$ cat src/rtl/core/hcfm_pkg.sv
// ---------------------------------------------------------------------------
// hcfm_pkg
// Shared types and constants of the head candidate filter and merge block.
// ---------------------------------------------------------------------------
package hcfm_pkg;

    // default geometry
    localparam int MAX_HEADS_DEF   = 16;
    localparam int COORD_WIDTH_DEF = 10;

    // fixed field widths
    localparam int RAD_W   = 12;   // Q8.4 radius
    localparam int DEPTH_W = 14;
    localparam int RATIO_W = 16;   // Q8.8 bound
    localparam int EXP_W   = 10;   // Q6.4 expected radius, max 1007
    localparam int PROD_W  = 60;   // polynomial terms stay below 2^60
    localparam int MUL_A_W = 48;   // operand held against depth

    // radius must exceed this to pass, Q8.4 (5 pixels)
    localparam logic [RAD_W-1:0] MIN_RADIUS = 12'd80;

    // 5.32 * polynomial coefficients, scaled by 2^44
    localparam logic [PROD_W-1:0]  K0 = 60'd17724155582500000;
    localparam logic [MUL_A_W-1:0] K1 = 48'd8554446039000;
    localparam logic [MUL_A_W-1:0] K2 = 48'd1725339572;
    localparam logic [MUL_A_W-1:0] K3 = 48'd129510;
    localparam int FRAC_SHIFT = 44;

    // register map (word index)
    localparam logic [1:0] REG_RATIO_MIN    = 2'd0;
    localparam logic [1:0] REG_RATIO_MAX    = 2'd1;
    localparam logic [1:0] REG_DEPTH_MARGIN = 2'd2;

    // input op codes
    localparam logic OP_CAND  = 1'b0;
    localparam logic OP_FLUSH = 1'b1;

    // top level control
    typedef enum logic [1:0] {
        S_IDLE,
        S_POLY,
        S_CHECK,
        S_TABLE
    } t_state;

    // polynomial sequencer steps
    typedef enum logic [3:0] {
        P_IDLE,
        P_K3D,
        P_K3D2,
        P_K3D3,
        P_K2D,
        P_K2D2,
        P_K1D,
        P_NEG,
        P_OUT
    } t_pstep;

    // head table control
    typedef enum logic [1:0] {
        T_IDLE,
        T_WALK,
        T_FLUSH
    } t_tstate;

    // command into the head table
    typedef struct packed {
        logic merge;
        logic flush;
    } t_tbl_cmd;

endpackage

$ cat src/rtl/core/hcfm_poly.sv
// ---------------------------------------------------------------------------
// hcfm_poly
// Expected head radius from centre depth: cubic evaluated on one shared
// 48x14 multiplier, one product per cycle, result in Q6.4.
// ---------------------------------------------------------------------------
module hcfm_poly
    import hcfm_pkg::*;
(
    input  logic               i_clk,
    input  logic               i_rst_n,
    input  logic               i_start,
    input  logic [DEPTH_W-1:0] i_depth,
    output logic               o_done,
    output logic [EXP_W-1:0]   o_exp
);

    t_pstep              r_step, n_step;
    logic [DEPTH_W-1:0]  r_d;
    logic [PROD_W-1:0]   r_p, r_pos, r_neg;
    logic [EXP_W-1:0]    r_e;
    logic                r_done;
    logic [MUL_A_W-1:0]  mul_a;
    logic [MUL_A_W+DEPTH_W-1:0] mul_full;
    logic [PROD_W-1:0]   prod, diff;

    // next step
    always_comb begin
        n_step = r_step;
        unique case (r_step)
            P_IDLE: if (i_start) n_step = P_K3D;
            P_K3D:  n_step = P_K3D2;
            P_K3D2: n_step = P_K3D3;
            P_K3D3: n_step = P_K2D;
            P_K2D:  n_step = P_K2D2;
            P_K2D2: n_step = P_K1D;
            P_K1D:  n_step = P_NEG;
            P_NEG:  n_step = P_OUT;
            P_OUT:  n_step = P_IDLE;
            default: n_step = P_IDLE;
        endcase
    end

    // multiplier operand
    always_comb begin
        unique case (r_step)
            P_K3D:   mul_a = K3;
            P_K2D:   mul_a = K2;
            P_K1D:   mul_a = K1;
            default: mul_a = r_p[MUL_A_W-1:0];
        endcase
    end

    assign mul_full = mul_a * r_d;
    assign prod     = mul_full[PROD_W-1:0];
    assign diff     = r_pos - r_neg;

    always_ff @(posedge i_clk) begin
        if (!i_rst_n) begin
            r_step <= P_IDLE;
            r_done <= 1'b0;
        end else begin
            r_step <= n_step;
            r_done <= (r_step == P_OUT);
        end
    end

    // datapath
    always_ff @(posedge i_clk) begin
        if (r_step == P_IDLE && i_start) r_d <= i_depth;
        case (r_step)
            P_K3D, P_K3D2, P_K2D, P_K2D2: r_p <= prod;
            P_K3D3: r_neg <= prod;
            P_K1D: begin
                r_pos <= K0 + r_p;
                r_p   <= prod;
            end
            P_NEG: r_neg <= r_neg + r_p;
            P_OUT: r_e <= (r_pos > r_neg) ? diff[FRAC_SHIFT+EXP_W-1:FRAC_SHIFT] : '0;
            default: ;
        endcase
    end

    assign o_done = r_done;
    assign o_exp  = r_e;

endmodule

$ cat src/rtl/core/hcfm_table.sv
// ---------------------------------------------------------------------------
// hcfm_table
// Head table in a synchronous memory: overlap walk with pipelined reads,
// replace or append, and the end-of-frame readout that clears the table.
// ---------------------------------------------------------------------------
module hcfm_table
    import hcfm_pkg::*;
#(
    parameter int MAX_HEADS   = MAX_HEADS_DEF,
    parameter int COORD_WIDTH = COORD_WIDTH_DEF
) (
    input  logic                   i_clk,
    input  logic                   i_rst_n,
    input  t_tbl_cmd               i_cmd,
    input  logic [COORD_WIDTH-1:0] i_x,
    input  logic [COORD_WIDTH-1:0] i_y,
    input  logic [RAD_W-1:0]       i_r,
    output logic                   o_done,
    output logic                   o_strobe,
    output logic [COORD_WIDTH-1:0] o_x,
    output logic [COORD_WIDTH-1:0] o_y,
    output logic [RAD_W-1:0]       o_r,
    output logic                   o_valid,
    output logic                   o_last,
    output logic                   o_dropped
);

    localparam int AW   = (MAX_HEADS > 1) ? $clog2(MAX_HEADS) : 1;
    localparam int CW   = $clog2(MAX_HEADS + 1);
    localparam int EW   = 2 * COORD_WIDTH + RAD_W;
    localparam int D2W  = 2 * COORD_WIDTH + 3 + 8;
    localparam int S2W  = 2 * (RAD_W + 1);
    localparam int CMPW = (D2W > S2W) ? D2W : S2W;
    localparam logic [CW-1:0] FULL = CW'(MAX_HEADS);

    logic [EW-1:0] mem [MAX_HEADS];

    t_tstate                r_st, n_st;
    logic [CW-1:0]          r_count, n_count;
    logic                   r_ovf, n_ovf;
    logic [CW-1:0]          r_issue, n_issue;
    logic [CW-1:0]          r_cidx, n_cidx;
    logic                   r_pend, n_pend;
    logic [EW-1:0]          r_rdata;
    logic [COORD_WIDTH-1:0] r_cx, r_cy;
    logic [RAD_W-1:0]       r_cr;

    logic                   r_strobe, n_strobe;
    logic                   r_done, n_done;
    logic [COORD_WIDTH-1:0] r_ox, n_ox, r_oy, n_oy;
    logic [RAD_W-1:0]       r_or, n_or;
    logic                   r_ov, n_ov, r_ol, n_ol, r_od, n_od;

    logic                   w_en;
    logic [AW-1:0]          w_addr;
    logic [EW-1:0]          w_data;
    logic [AW-1:0]          rd_addr;

    // fields of the entry just read
    logic [COORD_WIDTH-1:0] e_x, e_y;
    logic [RAD_W-1:0]       e_r;
    logic [COORD_WIDTH-1:0] adx, ady;
    logic [2*COORD_WIDTH+1:0] dx2, dy2;
    logic [RAD_W:0]         sr;
    logic [S2W-1:0]         sr2;
    logic [CMPW-1:0]        d2_cmp, sr_cmp;
    logic                   hit, at_end;
    logic [CW-1:0]          last_idx;

    assign e_x = r_rdata[EW-1 -: COORD_WIDTH];
    assign e_y = r_rdata[RAD_W +: COORD_WIDTH];
    assign e_r = r_rdata[RAD_W-1:0];

    // circle overlap against the entry read last cycle
    always_comb begin
        adx    = (r_cx > e_x) ? (r_cx - e_x) : (e_x - r_cx);
        ady    = (r_cy > e_y) ? (r_cy - e_y) : (e_y - r_cy);
        dx2    = (2*COORD_WIDTH+2)'(adx) * (2*COORD_WIDTH+2)'(adx);
        dy2    = (2*COORD_WIDTH+2)'(ady) * (2*COORD_WIDTH+2)'(ady);
        sr     = {1'b0, r_cr} + {1'b0, e_r};
        sr2    = S2W'(sr) * S2W'(sr);
        d2_cmp = CMPW'({({1'b0, dx2} + {1'b0, dy2}), 8'd0});
        sr_cmp = CMPW'(sr2);
        hit    = d2_cmp < sr_cmp;
    end

    assign last_idx = r_count - CW'(1);
    assign at_end   = (r_cidx == last_idx);
    assign rd_addr  = r_issue[AW-1:0];

    // next state
    always_comb begin
        n_st = r_st;
        unique case (r_st)
            T_IDLE: begin
                if (i_cmd.flush && r_count != '0)      n_st = T_FLUSH;
                else if (i_cmd.merge && r_count != '0) n_st = T_WALK;
            end
            T_WALK:  if (r_pend && (hit || at_end)) n_st = T_IDLE;
            T_FLUSH: if (r_pend && at_end) n_st = T_IDLE;
            default: n_st = T_IDLE;
        endcase
    end

    // datapath and outputs
    always_comb begin
        n_count  = r_count;
        n_ovf    = r_ovf;
        n_issue  = r_issue;
        n_cidx   = r_cidx;
        n_pend   = 1'b0;
        n_strobe = 1'b0;
        n_done   = 1'b0;
        n_ox     = r_ox;
        n_oy     = r_oy;
        n_or     = r_or;
        n_ov     = r_ov;
        n_ol     = r_ol;
        n_od     = r_od;
        w_en     = 1'b0;
        w_addr   = r_count[AW-1:0];
        w_data   = {r_cx, r_cy, r_cr};
        unique case (r_st)
            T_IDLE: begin
                n_issue = '0;
                if (i_cmd.merge && r_count == '0) begin
                    // empty table: append straight away
                    w_en    = 1'b1;
                    w_addr  = '0;
                    w_data  = {i_x, i_y, i_r};
                    n_count = CW'(1);
                    n_done  = 1'b1;
                end else if (i_cmd.flush && r_count == '0) begin
                    // empty flush: one beat without a head
                    n_strobe = 1'b1;
                    n_ox     = '0;
                    n_oy     = '0;
                    n_or     = '0;
                    n_ov     = 1'b0;
                    n_ol     = 1'b1;
                    n_od     = r_ovf;
                    n_ovf    = 1'b0;
                    n_done   = 1'b1;
                end
            end
            T_WALK: begin
                n_issue = r_issue + CW'(1);
                n_cidx  = r_issue;
                n_pend  = 1'b1;
                if (r_pend && hit) begin
                    n_pend = 1'b0;
                    n_done = 1'b1;
                    if (r_cr > e_r) begin
                        w_en   = 1'b1;
                        w_addr = r_cidx[AW-1:0];
                    end
                end else if (r_pend && at_end) begin
                    n_pend = 1'b0;
                    n_done = 1'b1;
                    if (r_count < FULL) begin
                        w_en    = 1'b1;
                        n_count = r_count + CW'(1);
                    end else begin
                        n_ovf = 1'b1;
                    end
                end
            end
            T_FLUSH: begin
                n_issue = r_issue + CW'(1);
                n_cidx  = r_issue;
                n_pend  = (r_issue < r_count);
                if (r_pend) begin
                    n_strobe = 1'b1;
                    n_ox     = e_x;
                    n_oy     = e_y;
                    n_or     = e_r;
                    n_ov     = 1'b1;
                    n_ol     = at_end;
                    n_od     = r_ovf;
                    if (at_end) begin
                        n_pend  = 1'b0;
                        n_count = '0;
                        n_ovf   = 1'b0;
                        n_done  = 1'b1;
                    end
                end
            end
            default: ;
        endcase
    end

    // control registers
    always_ff @(posedge i_clk) begin
        if (!i_rst_n) begin
            r_st     <= T_IDLE;
            r_count  <= '0;
            r_ovf    <= 1'b0;
            r_pend   <= 1'b0;
            r_strobe <= 1'b0;
            r_done   <= 1'b0;
        end else begin
            r_st     <= n_st;
            r_count  <= n_count;
            r_ovf    <= n_ovf;
            r_pend   <= n_pend;
            r_strobe <= n_strobe;
            r_done   <= n_done;
        end
    end

    // payload registers
    always_ff @(posedge i_clk) begin
        r_issue <= n_issue;
        r_cidx  <= n_cidx;
        r_ox    <= n_ox;
        r_oy    <= n_oy;
        r_or    <= n_or;
        r_ov    <= n_ov;
        r_ol    <= n_ol;
        r_od    <= n_od;
        if (r_st == T_IDLE && i_cmd.merge) begin
            r_cx <= i_x;
            r_cy <= i_y;
            r_cr <= i_r;
        end
    end

    // head memory, one write and one registered read per cycle
    always_ff @(posedge i_clk) begin
        if (w_en) mem[w_addr] <= w_data;
        r_rdata <= mem[rd_addr];
    end

    assign o_done    = r_done;
    assign o_strobe  = r_strobe;
    assign o_x       = r_ox;
    assign o_y       = r_oy;
    assign o_r       = r_or;
    assign o_valid   = r_ov;
    assign o_last    = r_ol;
    assign o_dropped = r_od;

    // table never holds more heads than it has entries
    a_count_bound: assert property (@(posedge i_clk) disable iff (!i_rst_n)
        r_count <= FULL) else $error("head count above table depth");

    // result beats come only from a flush
    a_strobe_src: assert property (@(posedge i_clk) disable iff (!i_rst_n)
        n_strobe |-> (r_st == T_FLUSH || (r_st == T_IDLE && i_cmd.flush)))
        else $error("result beat outside flush");

    // the final beat of a flush leaves the table empty
    a_last_clears: assert property (@(posedge i_clk) disable iff (!i_rst_n)
        (r_strobe && r_ol) |-> (r_count == '0 && !r_ovf))
        else $error("table not cleared after last beat");

    // memory is never written during readout
    a_no_write_flush: assert property (@(posedge i_clk) disable iff (!i_rst_n)
        (r_st == T_FLUSH) |-> !w_en) else $error("write during flush");

endmodule

$ cat src/rtl/core/head_candidate_filter_merge.sv
// ---------------------------------------------------------------------------
// head_candidate_filter_merge
// Head candidate acceptance test and merge into a per-frame head table.
// ---------------------------------------------------------------------------
// One item at a time: busy is high from the accepted start until the item is
// finished. A candidate gets its expected radius on the shared multiplier,
// then the acceptance test, and returns to idle when rejected; when it passes
// it is appended to an empty table straight away, or else merged by a table
// walk that reads one memory entry per cycle against the n stored heads.
// A flush of n heads puts out n beats on consecutive cycles, each on the
// result ports for one cycle with o_strobe high; the receiver cannot stall,
// so it must take a beat whenever o_strobe is high.
// An empty flush gives one beat with o_head_valid low and o_last high.
// ---------------------------------------------------------------------------
module head_candidate_filter_merge
    import hcfm_pkg::*;
#(
    parameter int MAX_HEADS   = MAX_HEADS_DEF,
    parameter int COORD_WIDTH = COORD_WIDTH_DEF
) (
    input  logic                i_clk,
    input  logic                i_rst_n,
    // command
    input  logic                start,
    output logic                busy,
    input  logic                i_op,
    input  logic [9:0]          i_cand_x,
    input  logic [9:0]          i_cand_y,
    input  logic [RAD_W-1:0]    i_cand_radius,
    input  logic [DEPTH_W-1:0]  i_depth_centre,
    input  logic [DEPTH_W-1:0]  i_depth_left,
    input  logic [DEPTH_W-1:0]  i_depth_right,
    input  logic [DEPTH_W-1:0]  i_depth_up,
    // results
    output logic                o_strobe,
    output logic [9:0]          o_head_x,
    output logic [9:0]          o_head_y,
    output logic [RAD_W-1:0]    o_head_radius,
    output logic                o_head_valid,
    output logic                o_last,
    output logic                o_dropped,
    // configuration
    input  logic                psel,
    input  logic                penable,
    input  logic                pwrite,
    input  logic [3:0]          paddr,
    input  logic [31:0]         pwdata,
    output logic [31:0]         prdata,
    output logic                pready
);

    t_state                 r_state, n_state;
    logic [RATIO_W-1:0]     r_ratio_min, r_ratio_max;
    logic [DEPTH_W-1:0]     r_margin;
    logic [COORD_WIDTH-1:0] r_x, r_y;
    logic [RAD_W-1:0]       r_r;
    logic [DEPTH_W-1:0]     r_dl, r_dr, r_du, r_dc;

    logic                   accept, cfg_wr;
    logic                   poly_start, poly_done;
    logic [EXP_W-1:0]       exp_r;
    t_tbl_cmd               tbl_cmd;
    logic                   tbl_done;
    logic [COORD_WIDTH-1:0] tbl_x, tbl_y;

    logic [RAD_W+7:0]       rad_scaled;
    logic [RATIO_W+EXP_W-1:0] lo_bound, hi_bound;
    logic [DEPTH_W:0]       near;
    logic                   pass;

    assign accept = start && !busy;
    assign busy   = (r_state != S_IDLE);
    assign pready = 1'b1;
    assign cfg_wr = psel && penable && pwrite && pready;

    // configuration registers
    always_ff @(posedge i_clk) begin
        if (!i_rst_n) begin
            r_ratio_min <= RATIO_W'(128);
            r_ratio_max <= RATIO_W'(512);
            r_margin    <= '0;
        end else if (cfg_wr) begin
            unique case (paddr[3:2])
                REG_RATIO_MIN:    r_ratio_min <= pwdata[RATIO_W-1:0];
                REG_RATIO_MAX:    r_ratio_max <= pwdata[RATIO_W-1:0];
                REG_DEPTH_MARGIN: r_margin    <= pwdata[DEPTH_W-1:0];
                default: ;
            endcase
        end
    end

    // register readback
    always_comb begin
        unique case (paddr[3:2])
            REG_RATIO_MIN:    prdata = 32'(r_ratio_min);
            REG_RATIO_MAX:    prdata = 32'(r_ratio_max);
            REG_DEPTH_MARGIN: prdata = 32'(r_margin);
            default:          prdata = '0;
        endcase
    end

    // acceptance test on the registered expected radius
    always_comb begin
        rad_scaled = {r_r, 8'd0};
        lo_bound   = r_ratio_min * exp_r;
        hi_bound   = r_ratio_max * exp_r;
        near       = {1'b0, r_dc} + {1'b0, r_margin};
        pass       = (r_r > MIN_RADIUS) && (exp_r != '0)
                  && (26'(rad_scaled) > lo_bound) && (26'(rad_scaled) < hi_bound)
                  && (near < {1'b0, r_dl}) && (near < {1'b0, r_dr})
                  && (near < {1'b0, r_du});
    end

    // next state
    always_comb begin
        n_state = r_state;
        unique case (r_state)
            S_IDLE: begin
                if (accept) n_state = (i_op == OP_FLUSH) ? S_TABLE : S_POLY;
            end
            S_POLY:  if (poly_done) n_state = S_CHECK;
            S_CHECK: n_state = pass ? S_TABLE : S_IDLE;
            S_TABLE: if (tbl_done) n_state = S_IDLE;
            default: n_state = S_IDLE;
        endcase
    end

    // control outputs
    always_comb begin
        poly_start    = 1'b0;
        tbl_cmd.merge = 1'b0;
        tbl_cmd.flush = 1'b0;
        unique case (r_state)
            S_IDLE: begin
                poly_start    = accept && (i_op == OP_CAND);
                tbl_cmd.flush = accept && (i_op == OP_FLUSH);
            end
            S_CHECK: tbl_cmd.merge = pass;
            default: ;
        endcase
    end

    always_ff @(posedge i_clk) begin
        if (!i_rst_n) r_state <= S_IDLE;
        else          r_state <= n_state;
    end

    // candidate beat held for the test and merge
    always_ff @(posedge i_clk) begin
        if (accept) begin
            r_x  <= COORD_WIDTH'(i_cand_x);
            r_y  <= COORD_WIDTH'(i_cand_y);
            r_r  <= i_cand_radius;
            r_dc <= i_depth_centre;
            r_dl <= i_depth_left;
            r_dr <= i_depth_right;
            r_du <= i_depth_up;
        end
    end

    hcfm_poly u_poly (
        .i_clk   (i_clk),
        .i_rst_n (i_rst_n),
        .i_start (poly_start),
        .i_depth (i_depth_centre),
        .o_done  (poly_done),
        .o_exp   (exp_r)
    );

    hcfm_table #(
        .MAX_HEADS   (MAX_HEADS),
        .COORD_WIDTH (COORD_WIDTH)
    ) u_table (
        .i_clk     (i_clk),
        .i_rst_n   (i_rst_n),
        .i_cmd     (tbl_cmd),
        .i_x       (r_x),
        .i_y       (r_y),
        .i_r       (r_r),
        .o_done    (tbl_done),
        .o_strobe  (o_strobe),
        .o_x       (tbl_x),
        .o_y       (tbl_y),
        .o_r       (o_head_radius),
        .o_valid   (o_head_valid),
        .o_last    (o_last),
        .o_dropped (o_dropped)
    );

    assign o_head_x = 10'(tbl_x);
    assign o_head_y = 10'(tbl_y);

endmodule
$ cat config.mk
export PLATFORM = sky130hd
export DESIGN_NAME = head_candidate_filter_merge
export DESIGN_NICKNAME = d
export VERILOG_FILES = /design/src/rtl/core/hcfm_pkg.sv /design/src/rtl/core/hcfm_poly.sv /design/src/rtl/core/hcfm_table.sv /design/src/rtl/core/head_candidate_filter_merge.sv
export SDC_FILE = /design/constraint.sdc
export NUM_CORES = 2
export LEC_CHECK = 0
export BUFFER_PORTS_ARGS = -buffer_cell sky130_fd_sc_hd__buf_2
export CORE_MARGIN = 1
export CORE_UTILIZATION = 59
export CTS_BUF_LIST = sky130_fd_sc_hd__clkbuf_4 sky130_fd_sc_hd__clkbuf_8 sky130_fd_sc_hd__clkbuf_16
export DETAILED_ROUTE_END_ITERATION = 12
export HOLD_SLACK_MARGIN = 0.1
export MAX_ROUTING_LAYER = met4
export PLACE_DENSITY_LB_ADDON = 0.08
export SYNTH_ARGS = -nofsm -noshare
export SYNTH_HDL_FRONTEND = slang
export SYNTH_SLANG_ARGS = --single-unit
$ cat constraint.sdc
create_clock -name i_clk -period 13.7 [get_ports i_clk]
set_input_delay 1.37 -clock i_clk [delete_from_list [all_inputs] [get_ports i_clk]]
set_output_delay 1.37 -clock i_clk [all_outputs]
set_load 0.05 [all_outputs]
==> results.sh <==
export IMPL_drtPass1Iterations=6
export IMPL_antenna_found_initial=11
export IMPL_grt_total_usage=0.3090
export IMPL_avgSynthCellArea_um2=10.91
export IMPL_holdPathStages=0
export IMPL_rsz0062_at_grt="no"
export IMPL_clk_pin_slew_ns=0.06
export IMPL_die_area_um2=149200
export IMPL_post_drt_wl_per_cell_um=21.75
export IMPL_critical_path_class="flip-flop to flip-flop"
export IMPL_clock_sinks=977
export IMPL_grt_max_degree=80
export IMPL_max_freq_mhz=77.84
export IMPL_crit_slowest_cell="fa_1"
export IMPL_drc_errors=0
export IMPL_synth_edf_count=881
export IMPL_cts_root_buf="clkbuf_16"
export IMPL_final_common_cell="inv_1"
export IMPL_status="finished clean"
export IMPL_worst_ep_required_time_ns=14.12
export IMPL_cts_max_level=3
export IMPL_busiest_layer="met2"
export IMPL_cap_viol_max_count=0
export IMPL_async_reset_ff_frac=0
export IMPL_finalCritPeriodShare=0.9377
export IMPL_synth_area_um2=87120
export IMPL_drive_gt1_frac=0.09658
export IMPL_fin_skew_ns=0.08628
export IMPL_syn2layout_area_growth_pct=7.989
export IMPL_fp_dieH_um=386.3
export IMPL_vias=59200
export IMPL_grt_use_met1=0.4349
export IMPL_critPathLaunchType="flip-flop"
export IMPL_crit_top_cell="fa_1"
export IMPL_path_max_fanout=18
export IMPL_gp_congestion=0.9444
export IMPL_ios=201
export IMPL_hold_class="flip-flop to flip-flop"
export IMPL_die_w_um=386.3
export IMPL_cts_buffers=99
export IMPL_layout_nets=9863
export IMPL_maxSlewHeadroom=0.1342
export IMPL_yosysUniqueCellTypes=111
export IMPL_grt_pass1_wl_um=343200
export IMPL_hold_viol=0
export IMPL_rows=140
export IMPL_hold_buffers=0
export IMPL_drt_vias_per_instance=5.884
export IMPL_clk_latency_ns=0.75
export IMPL_grt_pass1_vias=60070
export IMPL_most_common_layout_cells="inv_1 (1180), fa_1 (1005), nand2_1 (939)"
export IMPL_min_period_ns=12.85
export IMPL_worst_path_largest_cell_delay_ns=0.55
export IMPL_hold_start="u_table.r_ovf"
export IMPL_dp_hpwl_um=167500
export IMPL_r2r_end="u_table.mem[13][30]"
export IMPL_drt_total_wl_um=218800
export IMPL_report_final_slew_viol_count=0
export IMPL_rr_startpoint="u_table.r_cy[0]"
export IMPL_ys_ff_latch=977
export IMPL_finalSetupViolations=0
export IMPL_cts_tree="done"
export IMPL_met2_usage=0.4884
export IMPL_grt_overflow=0
export IMPL_crit_arrival_ns=13.27
export IMPL_rr_worst_depth=51
export IMPL_portBuffers=165
export IMPL_seq_area_frac_synth=0.3257
export IMPL_fin_tns_setup_ns=0
export IMPL_yosysWarnings=0
export IMPL_holdPathEnd="u_table.o_dropped"
export IMPL_synthFlopType="edfxtp_1"
export IMPL_antenna_left=0
export IMPL_core_um2=146100
export IMPL_clockBufferDepth=3
export IMPL_drt_initial_drc_count=4744
export IMPL_worst_pin_slew_ns=1.294
export IMPL_r2r_slack_ns=0.85
export IMPL_initial_core_util=0.5963
export IMPL_endpoint_kind="flip-flop"
export IMPL_synth_cells=7986
export IMPL_grt_util_met3=0.03586
state kept, by name, indices dropped and copies added, names as in the netlist, 12 cells and up:
signal / flops
u_table.mem: 512
u_poly.r_neg: 60
u_poly.r_p: 60
u_poly.r_pos: 60
u_table.r_rdata: 32
r_ratio_max: 16
r_ratio_min: 16
r_dc: 14
r_dl: 14
r_dr: 14
r_du: 14
r_margin: 14
u_poly.r_d: 14
r_r: 12
u_table.o_r: 12
u_table.r_cr: 12
worst max path at each step:
stage / startpoint / to / slack, ns
6_report: u_table.r_cy[0] / u_table.mem[13][30] / 0.85
5_1_grt: u_table.r_cy[0] / u_table.mem[13][27] / 0.11
4_1_cts: u_table.r_cy[0] / u_table.mem[13][30] / 0.27
3_5_place_dp: u_table.r_cy[0] / u_table.mem[13][30] / 0.33
3_3_place_gp: u_table.r_cy[0] / u_table.mem[14][27] / 0.49
2_1_floorplan: u_table.r_cx[0] / u_table.mem[12][0] / 0.83
cells in the mapped netlist (all sizes together), types with 160 or more instances:
| cell type | instances | area, µm² |
|---|---|---|
| xnor2 | 183 | 1603 |
| and2 | 373 | 2337 |
| mux4 | 160 | 3603 |
| inv | 1182 | 4437 |
| nand2 | 939 | 3525 |
| a21oi | 293 | 1474 |
| fa | 1005 | 20120 |
| ha | 673 | 8421 |
| edfxtp | 881 | 26460 |
| nor2 | 350 | 1314 |
| o21ai | 255 | 1291 |
| clkbuf | 310 | 1164 |
kinds of logic (layout without fill, tap and decap cells):
group,after synthesis,in the layout,synth area share
xor gates and xnor gates,298,298,0.03012
DFF,977,977,0.3257
and+or+nand+nor,2248,2248,0.1241
muxes,241,241,0.05109
adders and majority gates,1678,1678,0.3276
other,2,23,0.00008620
buffers and inverters,1546,1683,0.06806
AOI/OAI and AO/OA,996,996,0.07325
routing by layer:
metal	part of all wire	wire length, µm
met4	0.020	4331
met2	0.48	105400
met5	0	0
met1	0.43	94970
met3	0.064	14110
critical path: cells and delay by family, from the launching register on:
kind | cells | cell delay, ns
xor gates and xnor gates | 2 | 0.34
AOI/OAI and AO/OA | 22 | 4.15
adders and majority gates | 11 | 4.75
and+or+nand+nor | 7 | 1.78
buffers and inverters | 9 | 1.09
DFF | 1 | 0.40
metrics by stage:
step	cell area (µm²)	std cells	utilization	worst slack, ns	hold slack [ns]
floorplan	87180	8001	-	0.8325	0.4090
global placement	90560	9870	0.6199	0.4881	0.4346
detailed placement	90560	9870	0.6199	0.3277	0.4287
CTS	94040	10060	0.6437	0.2707	0.4458
global route	94070	10060	0.6439	0.1121	0.4517
finish	94080	10060	0.6440	0.8531	0.4437
repair_timing:
item                                    4_1_cts  5_1_grt
endpoints found under the setup margin        0      512
endpoints found under the hold margin         0        0
gates resized for setup                       0        6
buffers inserted                              0        0
final cells by class:
type	instances	area (µm²)
well taps	1917	2399
flip-flops and latches	977	28380
clock inverters	66	822.0
multi-input cells	5478	53060
fillers	11570	52010
diodes	6	15.01
inverters	1183	4443
clock buffers	119	2658
repair buffers	315	2302
Power is left out: the tool's default activity adds up to more than one toggle a clock period on the data nets, which glitch-free logic cannot reach.
